**config.mk**
```make
export PLATFORM = sky130hd
export DESIGN_NAME = postfix_expression_evaluator_unit
export DESIGN_NICKNAME = d
export VERILOG_FILES = /design/src/sv/pfe_pkg.sv /design/src/sv/pfe_cell.sv /design/src/sv/pfe_div.sv /design/src/sv/postfix_expression_evaluator_unit.sv
export VERILOG_INCLUDE_DIRS = /design/src /design/src/sv
export SDC_FILE = /design/constraint.sdc
export NUM_CORES = 1
export LEC_CHECK = 0
export ABC_AREA = 0
export BUFFER_PORTS_ARGS = -buffer_cell sky130_fd_sc_hd__buf_2
export CELL_PAD_IN_SITES_DETAIL_PLACEMENT = 0
export CELL_PAD_IN_SITES_GLOBAL_PLACEMENT = 2
export CORE_MARGIN = 5
export CORE_UTILIZATION = 40
export DETAILED_ROUTE_END_ITERATION = 7
export HOLD_SLACK_MARGIN = 0.06
export PLACE_DENSITY_LB_ADDON = 0.1
export SYNTH_ARGS = -nofsm -noshare
export SYNTH_HDL_FRONTEND = slang
export SYNTH_SLANG_ARGS = --single-unit
```
**constraint.sdc**
```tcl
create_clock -name clk_i -period 5.5 [get_ports clk_i]
set_clock_uncertainty 0.2 [all_clocks]
set_input_delay 0 -clock clk_i [delete_from_list [all_inputs] [get_ports clk_i]]
set_output_delay 0 -clock clk_i [all_outputs]
set_load 0.1 [all_outputs]
```
**src/sv/postfix_expression_evaluator_unit_assert.svh**
```systemverilog
// ---------------------------------------------------------------------------
// Postfix evaluator assertion macros
// Shorthand for clocked, reset-qualified concurrent assertions.
// ---------------------------------------------------------------------------
`ifndef POSTFIX_EXPRESSION_EVALUATOR_UNIT_ASSERT_SVH
`define POSTFIX_EXPRESSION_EVALUATOR_UNIT_ASSERT_SVH

// Assertion sampled on clk_i and disabled while rst_ni is low.
`define PFE_ASSERT(name, prop) \
  name: assert property (@(posedge clk_i) disable iff (!rst_ni) prop) \
    else $error("postfix evaluator assertion failed");

// Same, with a caller-supplied message string.
`define PFE_ASSERT_MSG(name, prop, msg) \
  name: assert property (@(posedge clk_i) disable iff (!rst_ni) prop) \
    else $error(msg);

`endif

```
**src/sv/pfe_pkg.sv**
```systemverilog
// ---------------------------------------------------------------------------
// Postfix evaluator package
// Sizes, symbol codes, status codes and shared types of the evaluator.
// ---------------------------------------------------------------------------
package pfe_pkg;

  // Stack and datapath sizes.
  localparam int STACK_DEPTH = 16;
  localparam int VALUE_WIDTH = 16;
  localparam int CNT_W       = $clog2(STACK_DEPTH + 1);
  localparam int DIV_CNT_W   = $clog2(VALUE_WIDTH + 1);
  localparam int SYM_W       = 8;
  localparam int OUT_W       = 16;
  localparam int STAT_W      = 3;
  localparam int OUT_DATA_W  = ((OUT_W + STAT_W + 7) / 8) * 8;

  typedef logic [VALUE_WIDTH-1:0] val_t;

  // ASCII codes of the accepted symbols.
  localparam logic [SYM_W-1:0] SYM_ZERO  = 8'h30;
  localparam logic [SYM_W-1:0] SYM_NINE  = 8'h39;
  localparam logic [SYM_W-1:0] SYM_PLUS  = 8'h2B;
  localparam logic [SYM_W-1:0] SYM_MINUS = 8'h2D;
  localparam logic [SYM_W-1:0] SYM_STAR  = 8'h2A;
  localparam logic [SYM_W-1:0] SYM_SLASH = 8'h2F;

  // Result status codes.
  typedef enum logic [STAT_W-1:0] {
    ST_OK        = 3'd0,
    ST_UNDERFLOW = 3'd1,
    ST_OVERFLOW  = 3'd2,
    ST_DIVZERO   = 3'd3,
    ST_UNKNOWN   = 3'd4
  } status_e;

  // What a stack cell loads this cycle.
  typedef enum logic [1:0] {
    CELL_HOLD,
    CELL_ABOVE,
    CELL_BELOW
  } cell_op_e;

  // Sequencer states.
  typedef enum logic {
    FSM_IDLE,
    FSM_DIV
  } fsm_e;

  // Request from the sequencer to the divider.
  typedef struct packed {
    logic start;
    val_t dividend;
    val_t divisor;
  } div_req_t;

endpackage

```
**src/sv/pfe_cell.sv**
```systemverilog
// ---------------------------------------------------------------------------
// Postfix evaluator stack cell
// One entry of the shifting operand stack; loads from either neighbor.
// ---------------------------------------------------------------------------
module pfe_cell
  import pfe_pkg::*;
(
  input  logic     clk_i,
  input  cell_op_e op_i,
  input  val_t     above_i,
  input  val_t     below_i,
  output val_t     value_o
);

  val_t value_q;
  val_t value_d;

  // CELL_ABOVE takes the entry above, as on a push; CELL_BELOW the entry below.
  always_comb begin
    case (op_i)
      CELL_ABOVE: value_d = above_i;
      CELL_BELOW: value_d = below_i;
      CELL_HOLD:  value_d = value_q;
      default:    value_d = value_q;
    endcase
  end

  // Payload register, no reset needed.
  always_ff @(posedge clk_i) begin
    value_q <= value_d;
  end

  assign value_o = value_q;

endmodule

```
**src/sv/pfe_div.sv**
```systemverilog
// ---------------------------------------------------------------------------
// Postfix evaluator divider
// Signed radix-2 restoring divider, quotient truncated toward zero.
// ---------------------------------------------------------------------------
module pfe_div
  import pfe_pkg::*;
(
  input  logic     clk_i,
  input  logic     rst_ni,
  input  div_req_t req_i,
  output logic     done_o,
  output val_t     quot_o
);

  logic                 busy_q, busy_d;
  logic                 done_q, done_d;
  logic [DIV_CNT_W-1:0] cnt_q, cnt_d;
  logic                 neg_q, neg_d;
  logic [VALUE_WIDTH:0] rem_q, rem_d;
  val_t                 quo_q, quo_d;
  val_t                 dvs_q, dvs_d;
  logic [VALUE_WIDTH:0] rem_sh;
  logic [VALUE_WIDTH:0] diff;
  logic                 a_neg, b_neg;

  assign a_neg  = req_i.dividend[VALUE_WIDTH-1];
  assign b_neg  = req_i.divisor[VALUE_WIDTH-1];
  assign rem_sh = {rem_q[VALUE_WIDTH-1:0], quo_q[VALUE_WIDTH-1]};
  assign diff   = rem_sh - {1'b0, dvs_q};

  // One quotient bit per cycle on the operand magnitudes.
  always_comb begin
    busy_d = busy_q;
    done_d = 1'b0;
    cnt_d  = cnt_q;
    neg_d  = neg_q;
    rem_d  = rem_q;
    quo_d  = quo_q;
    dvs_d  = dvs_q;
    if (req_i.start) begin
      busy_d = 1'b1;
      cnt_d  = DIV_CNT_W'(VALUE_WIDTH);
      neg_d  = a_neg ^ b_neg;
      rem_d  = '0;
      quo_d  = a_neg ? val_t'(-req_i.dividend) : req_i.dividend;
      dvs_d  = b_neg ? val_t'(-req_i.divisor) : req_i.divisor;
    end else if (busy_q) begin
      if (!diff[VALUE_WIDTH]) begin
        rem_d = diff;
        quo_d = {quo_q[VALUE_WIDTH-2:0], 1'b1};
      end else begin
        rem_d = rem_sh;
        quo_d = {quo_q[VALUE_WIDTH-2:0], 1'b0};
      end
      cnt_d = cnt_q - DIV_CNT_W'(1);
      if (cnt_q == DIV_CNT_W'(1)) begin
        busy_d = 1'b0;
        done_d = 1'b1;
      end
    end
  end

  // Control registers.
  always_ff @(posedge clk_i or negedge rst_ni) begin
    if (!rst_ni) begin
      busy_q <= 1'b0;
      done_q <= 1'b0;
      cnt_q  <= '0;
    end else begin
      busy_q <= busy_d;
      done_q <= done_d;
      cnt_q  <= cnt_d;
    end
  end

  // Datapath registers.
  always_ff @(posedge clk_i) begin
    neg_q <= neg_d;
    rem_q <= rem_d;
    quo_q <= quo_d;
    dvs_q <= dvs_d;
  end

  assign done_o = done_q;
  assign quot_o = neg_q ? val_t'(-quo_q) : quo_q;

endmodule

```
**src/sv/postfix_expression_evaluator_unit.sv**
```systemverilog
// ---------------------------------------------------------------------------
// Postfix expression evaluator
// Evaluates a postfix expression streamed one ASCII character per transaction.
// ---------------------------------------------------------------------------
// Digits push onto a 16-entry stack built as a row of shifting cells, and the
// operators + - * / combine the two top entries with 16-bit wrapping
// arithmetic. A digit, +, - or * is applied as it is taken. A division is
// handed to the radix-2 divider, which produces one quotient bit per cycle,
// and its quotient is then written back; no symbol is taken meanwhile.
// On the transaction flagged by tlast one result transaction carries the top
// of the stack and a status, and the stack and error are cleared. A new
// transaction is not taken while a result waits and cannot be drained.
module postfix_expression_evaluator_unit
  import pfe_pkg::*;
(
  input  logic                  clk_i,
  input  logic                  rst_ni,
  // Input stream.
  input  logic                  s_axis_tvalid_i,
  output logic                  s_axis_tready_o,
  input  logic [SYM_W-1:0]      s_axis_tdata_i,  // [7:0] symbol
  input  logic                  s_axis_tlast_i,  // last_symbol
  // Result stream.
  output logic                  m_axis_tvalid_o,
  input  logic                  m_axis_tready_i,
  output logic [OUT_DATA_W-1:0] m_axis_tdata_o   // [15:0] value, [18:16] status
);

  fsm_e             state_q, state_d;
  logic [CNT_W-1:0] cnt_q, cnt_d;
  status_e          err_q, err_d;
  logic             last_q;
  logic             out_valid_q, out_valid_d;
  logic [OUT_W-1:0] out_value_q, out_value_d;
  status_e          out_status_q, out_status_d;

  val_t             cell_val [STACK_DEPTH];
  cell_op_e         cell_op  [STACK_DEPTH];
  val_t             new_top;
  logic             push, pop, go_div, emit;
  logic             s_acc;
  logic             is_digit, is_op;
  val_t             lhs, rhs, alu_res, digit_val;
  div_req_t         div_req;
  logic             div_done;
  val_t             div_quot;
  logic [CNT_W-1:0] fin_cnt;
  status_e          fin_err;

  assign s_axis_tready_o = (state_q == FSM_IDLE) && (!out_valid_q || m_axis_tready_i);
  assign s_acc           = s_axis_tvalid_i && s_axis_tready_o;

  // Symbol decode and the combinational ALU.
  assign is_digit  = (s_axis_tdata_i >= SYM_ZERO) && (s_axis_tdata_i <= SYM_NINE);
  assign is_op     = (s_axis_tdata_i == SYM_PLUS) || (s_axis_tdata_i == SYM_MINUS) ||
                     (s_axis_tdata_i == SYM_STAR) || (s_axis_tdata_i == SYM_SLASH);
  assign digit_val = val_t'(s_axis_tdata_i - SYM_ZERO);
  assign rhs       = cell_val[0];
  assign lhs       = cell_val[1];

  always_comb begin
    case (s_axis_tdata_i)
      SYM_PLUS:  alu_res = lhs + rhs;
      SYM_MINUS: alu_res = lhs - rhs;
      SYM_STAR:  alu_res = val_t'(lhs * rhs);
      default:   alu_res = lhs + rhs;
    endcase
  end

  // Next-state logic.
  always_comb begin
    state_d = state_q;
    case (state_q)
      FSM_IDLE: if (go_div) state_d = FSM_DIV;
      FSM_DIV:  if (div_done) state_d = FSM_IDLE;
      default:  state_d = FSM_IDLE;
    endcase
  end

  // Stack control, error tracking and result formation.
  always_comb begin
    push         = 1'b0;
    pop          = 1'b0;
    go_div       = 1'b0;
    emit         = 1'b0;
    new_top      = cell_val[0];
    fin_cnt      = cnt_q;
    fin_err      = err_q;
    div_req      = '{start: 1'b0, dividend: lhs, divisor: rhs};
    case (state_q)
      FSM_IDLE: begin
        if (s_acc) begin
          if (err_q == ST_OK) begin
            if (is_digit) begin
              if (cnt_q >= CNT_W'(STACK_DEPTH)) begin
                fin_err = ST_OVERFLOW;
              end else begin
                push    = 1'b1;
                new_top = digit_val;
                fin_cnt = cnt_q + CNT_W'(1);
              end
            end else if (!is_op) begin
              fin_err = ST_UNKNOWN;
            end else if (cnt_q < CNT_W'(2)) begin
              fin_err = ST_UNDERFLOW;
            end else if (s_axis_tdata_i == SYM_SLASH) begin
              if (rhs == '0) begin
                fin_err = ST_DIVZERO;
              end else begin
                go_div        = 1'b1;
                div_req.start = 1'b1;
              end
            end else begin
              pop     = 1'b1;
              new_top = alu_res;
              fin_cnt = cnt_q - CNT_W'(1);
            end
          end
          emit = s_axis_tlast_i && !go_div;
        end
      end
      FSM_DIV: begin
        if (div_done) begin
          pop     = 1'b1;
          new_top = div_quot;
          fin_cnt = cnt_q - CNT_W'(1);
          emit    = last_q;
        end
      end
      default: ;
    endcase

    // The result is taken from the state after this symbol.
    out_valid_d  = out_valid_q && !m_axis_tready_i;
    out_value_d  = out_value_q;
    out_status_d = out_status_q;
    cnt_d        = fin_cnt;
    err_d        = fin_err;
    if (emit) begin
      out_valid_d = 1'b1;
      if (fin_err != ST_OK) begin
        out_status_d = fin_err;
        out_value_d  = '0;
      end else if (fin_cnt == '0) begin
        out_status_d = ST_UNDERFLOW;
        out_value_d  = '0;
      end else begin
        out_status_d = ST_OK;
        out_value_d  = OUT_W'(signed'(new_top));
      end
      cnt_d = '0;
      err_d = ST_OK;
    end
  end

  // Cell controls: a pop loads the result into the top cell.
  always_comb begin
    for (int i = 0; i < STACK_DEPTH; i++) begin
      if (push) begin
        cell_op[i] = CELL_ABOVE;
      end else if (pop) begin
        cell_op[i] = (i == 0) ? CELL_ABOVE : CELL_BELOW;
      end else begin
        cell_op[i] = CELL_HOLD;
      end
    end
  end

  // Row of stack cells, top of stack in cell 0.
  for (genvar g = 0; g < STACK_DEPTH; g++) begin : g_cell
    val_t above, below;
    if (g == 0) begin : g_top
      assign above = new_top;
    end else begin : g_inner
      assign above = cell_val[g-1];
    end
    if (g == STACK_DEPTH - 1) begin : g_bottom
      assign below = '0;
    end else begin : g_upper
      assign below = cell_val[g+1];
    end
    pfe_cell u_cell (
      .clk_i   (clk_i),
      .op_i    (cell_op[g]),
      .above_i (above),
      .below_i (below),
      .value_o (cell_val[g])
    );
  end

  pfe_div u_div (
    .clk_i  (clk_i),
    .rst_ni (rst_ni),
    .req_i  (div_req),
    .done_o (div_done),
    .quot_o (div_quot)
  );

  // Control registers.
  always_ff @(posedge clk_i or negedge rst_ni) begin
    if (!rst_ni) begin
      state_q     <= FSM_IDLE;
      cnt_q       <= '0;
      err_q       <= ST_OK;
      out_valid_q <= 1'b0;
    end else begin
      state_q     <= state_d;
      cnt_q       <= cnt_d;
      err_q       <= err_d;
      out_valid_q <= out_valid_d;
    end
  end

  // Payload registers.
  always_ff @(posedge clk_i) begin
    if (s_acc) begin
      last_q <= s_axis_tlast_i;
    end
    out_value_q  <= out_value_d;
    out_status_q <= out_status_d;
  end

  assign m_axis_tvalid_o = out_valid_q;
  assign m_axis_tdata_o  = OUT_DATA_W'({out_status_q, out_value_q});

  // Checks on the sequencer and the stack.
`include "postfix_expression_evaluator_unit_assert.svh"

  `PFE_ASSERT(a_cnt_bound, cnt_q <= CNT_W'(STACK_DEPTH))
  `PFE_ASSERT(a_no_accept_in_div, (state_q == FSM_DIV) |-> !s_axis_tready_o)
  `PFE_ASSERT_MSG(a_done_in_div, div_done |-> (state_q == FSM_DIV), "divider done outside division")
  `PFE_ASSERT_MSG(a_err_sticky, (err_q != ST_OK && !(s_acc && s_axis_tlast_i)) |=> $stable(err_q), "error changed mid-expression")

endmodule
```
==> results.json <==
{
  "synth_xor_area_share_pct": 5.00,
  "grt_max_degree": 132,
  "setup_ws_ns": -0.206,
  "grt_pass1_vias": 15100,
  "regToRegEndpoint": "g_cell[0].u_cell.value_o[10]",
  "worstSetupStartpointType": "register",
  "yosys.area_share.simple_pct": 11.4,
  "power_leakage_nw": 9.86,
  "initial_utilization_pct": 40.2,
  "setup_viol": 13,
  "cts_max_level": 2,
  "dr.pass1.iters": 5,
  "max_cap_violations": 0,
  "dp.cells": 2672,
  "remaining_drc_errors": 0,
  "drive_above_1_share_pct": 27.9,
  "clkSlewWorstSetupHoldPaths_ns": 0.06,
  "timing.final.crit_share_pct": 104,
  "rr_startpoint": "g_cell[1].u_cell.value_o[4]",
  "post_synth.cell_area_avg_sq_um": 11.5,
  "wl_per_cell_um": 20.2,
  "ys_async_sr_fraction_pct": 4.97,
  "max_freq_ghz": 0.175,
  "io_buffers": 33,
  "worst_pin_slew_ns": 1.18,
  "n_fill_cell": 5127,
  "dr.first_iter.drc_count": 845,
  "core_sq_um": 54800,
  "finalNonFillerCells": 2787,
  "maxSlewViolCount": 0,
  "dieArea_sq_um": 59800,
  "cts_tree": "done",
  "synth_ff_type": "edfxtp_1",
  "cts_buffer_depth": 3,
  "outcome": "complete, but fails checks",
  "yosys.area_share.adder_pct": 12.6,
  "max-slew-margin-rel_pct": 20.0,
  "die_w_um": 245,
  "finalWeightedCongestion": 0.845,
  "muxShareOfSynthArea_pct": 11.9,
  "crit_end": "g_cell[0].u_cell.value_o[10]",
  "hp-start": "s_axis_tdata_i[7]",
  "ant_nets": 0,
  "finalCriticalPeriod_ns": 5.71,
  "syn_area_sq_um": 22000,
  "cts_inserted_buffers": 42,
  "p_per_area_nw_per_um2": 335,
  "critPathKind": "register to register",
  "die-height_um": 245,
  "synth_top_family_by_area": "adder cells",
  "drt-total-wl_um": 56400,
  "nets": 2233,
  "yosysWarnings": 0,
  "clock_sinks": 342,
  "fin_setup_tns_ns": -1.49,
  "hold_viol_final": 0,
  "via_per_inst": 5.21,
  "synthDistinctLibCells": 92,
  "synth_seq_cells": 342,
  "synth_edf_count": 309,
  "overflow": 0,
  "arrival_ns": 5.80,
  "ff2ff_path_depth": 21,
  "ios": 39,
  "worst-r2r-setup-slack_ns": -0.21,
  "cts_root_buffer": "clkbuf_16",
  "end_kind": "register",
  "rsz0062_at_grt": "true",
  "cp-startpoint": "g_cell[1].u_cell.value_o[4]",
  "area_growth_pct": 16.4,
  "dp_hpwl_um": 40600,
  "critical_path_peak_fanout": 7,
  "synth_compound_area_share_pct": 8.27,
  "cp.required_ns": 5.59,
  "min_path_type": "input pin to register",
  "place_ws_ns": -0.372,
  "syn_inst": 1915,
  "clock_latency_ns": 0.57,
  "vdd_drop_max_mv": 0.215,
  "ys_seq_area_share_pct": 45.6,
  "grt_use_total_pct": 18.7,
  "rows": 86,
  "antenna_found_initial": 5,
  "violations": "setup timing",
  "num_vias": 14500,
  "grt_pass1_wl_um": 87800
}
-- power breakdown --
| part | total, mW | internal (mW) | switching [mW] |
|---|---|---|---|
| registers | 3.24 | 3.07 | 0.162 |
| clock network | 2.69 | 1.56 | 1.13 |
| logic | 2.65 | 1.19 | 1.46 |
-- critical path, stage by stage, from the launching register on --
cell and delay, ns:
edfxtp_1 0.52, and2_4 0.23, fa_1 0.55, inv_2 0.04, fa_1 0.54, inv_2 0.05
ha_4 0.15, fa_1 0.45, fa_1 0.52, inv_2 0.04, fa_1 0.49, inv_2 0.05
ha_4 0.16, or3_1 0.36, o211ai_1 0.17, buf_4 0.18, xor2_2 0.17, a31oi_1 0.12
o31ai_2 0.11, nand2_1 0.10, a21oi_2 0.18, a21oi_1 0.06
-- Yosys cell counts, types with 57 or more instances --
cell type,count,area [sq um]
mux2_2,217,2440
fa_1,82,1640
a21oi_1,77,385
xnor2_1,66,578
and2_1,71,444
nand2_1,177,664
inv_1,156,586
edfxtp_1,309,9280
nor2_1,79,297
ha_1,90,1130
clkbuf_1,64,240
xor2_1,57,499
o21ai_0,71,355
-- state kept, by name, indices dropped and copies added (netlist names), 3 cells and up --
register               count
cnt_q                      5
err_q                      3
g_cell.u_cell.value_o    256
out_status_q               3
out_value_q               16
u_div.cnt_q                5
u_div.dvs_q               16
u_div.quo_q               16
u_div.rem_q               16
-- layer usage --
metal | global-route usage, % | up-vias | part of all wire [%]
met3 | 2.78 | 59 | 3.8
met2 | 31.8 | 242 | 48
met5 | 0 | - | 0.048
met1 | 25.5 | 7193 | 46
li1 | - | 7029 | -
met4 | 4.19 | 4 | 1.8
-- final cells by class --
type                    count  area (sq um)  area share, %
multi-input cells        1305         11200           43.8
flip-flops and latches    342         10000           39.1
clock inverters            28           246          0.962
well taps                 704           881           3.44
diodes                      1          2.50        0.00977
clock buffers              50          1080           4.22
inverters                 157           589           2.30
repair buffers            200          1570           6.13
-- cell usage in the layout (no fill, tap or decap), types with 17 or more instances in the layout --
cell       Yosys  layout
buf_4         25     141
nand2_1      177     175
fa_1          82      76
xor2_1        57      54
inv_1        156     142
a21oi_1       77      64
mux2_2       217     217
o21ai_0       71      64
buf_2         18      34
ha_1          90      77
nor2b_1       21      21
xnor2_1       66      64
dfrtp_1       17      17
and2_1        71      59
clkbuf_16      0      42
nor3_1        34      33
edfxtp_1     309     309
mux2i_1       18      18
nor2_1        79      79
and3_1        23      22
-- worst min-delay path by stage --
stage               cells after the start                           end  slack [ns]
floorplan                               0                      cnt_q[0]       -0.50
global placement                        1                  u_div.busy_q       -0.24
finish                                  6                      err_q[0]        0.10
detailed placement                      1                  u_div.busy_q       -0.24
CTS                                     5                      err_q[2]        0.07
global route                            5  g_cell[0].u_cell.value_o[12]        0.11
-- metrics by stage --
stage,hold slack (ns),util [%],total power [mW],instance area (sq um)
detailed placement,-0.236,43.3,5.77,23700
floorplan,-0.496,-,5.12,22300
CTS,0.0706,46.5,8.63,25500
global route,0.106,46.8,9.10,25600
finish,0.105,46.8,8.57,25600
global placement,-0.236,43.3,5.74,23700
-- cells by family (layout without fill, tap and decap cells) --
logic type / after synthesis / count (layout)
simple gates: 493 / 493
mux: 235 / 235
flops: 342 / 342
buf+inv: 272 / 435
compound gates: 276 / 276
fa+ha+maj: 172 / 172
xor+xnor: 124 / 124
other cells: 1 / 6
-- repair_timing --
item | CTS | global route
setup endpoints to repair | 18 | 18
setup buffers | 23 | 5
pin swaps | 37 | 9
gates resized for setup | 57 | 19
endpoints found under the hold margin | 48 | 0
hold buffers | 8 | 0
Note: power is estimated with default switching activity, not from simulation.
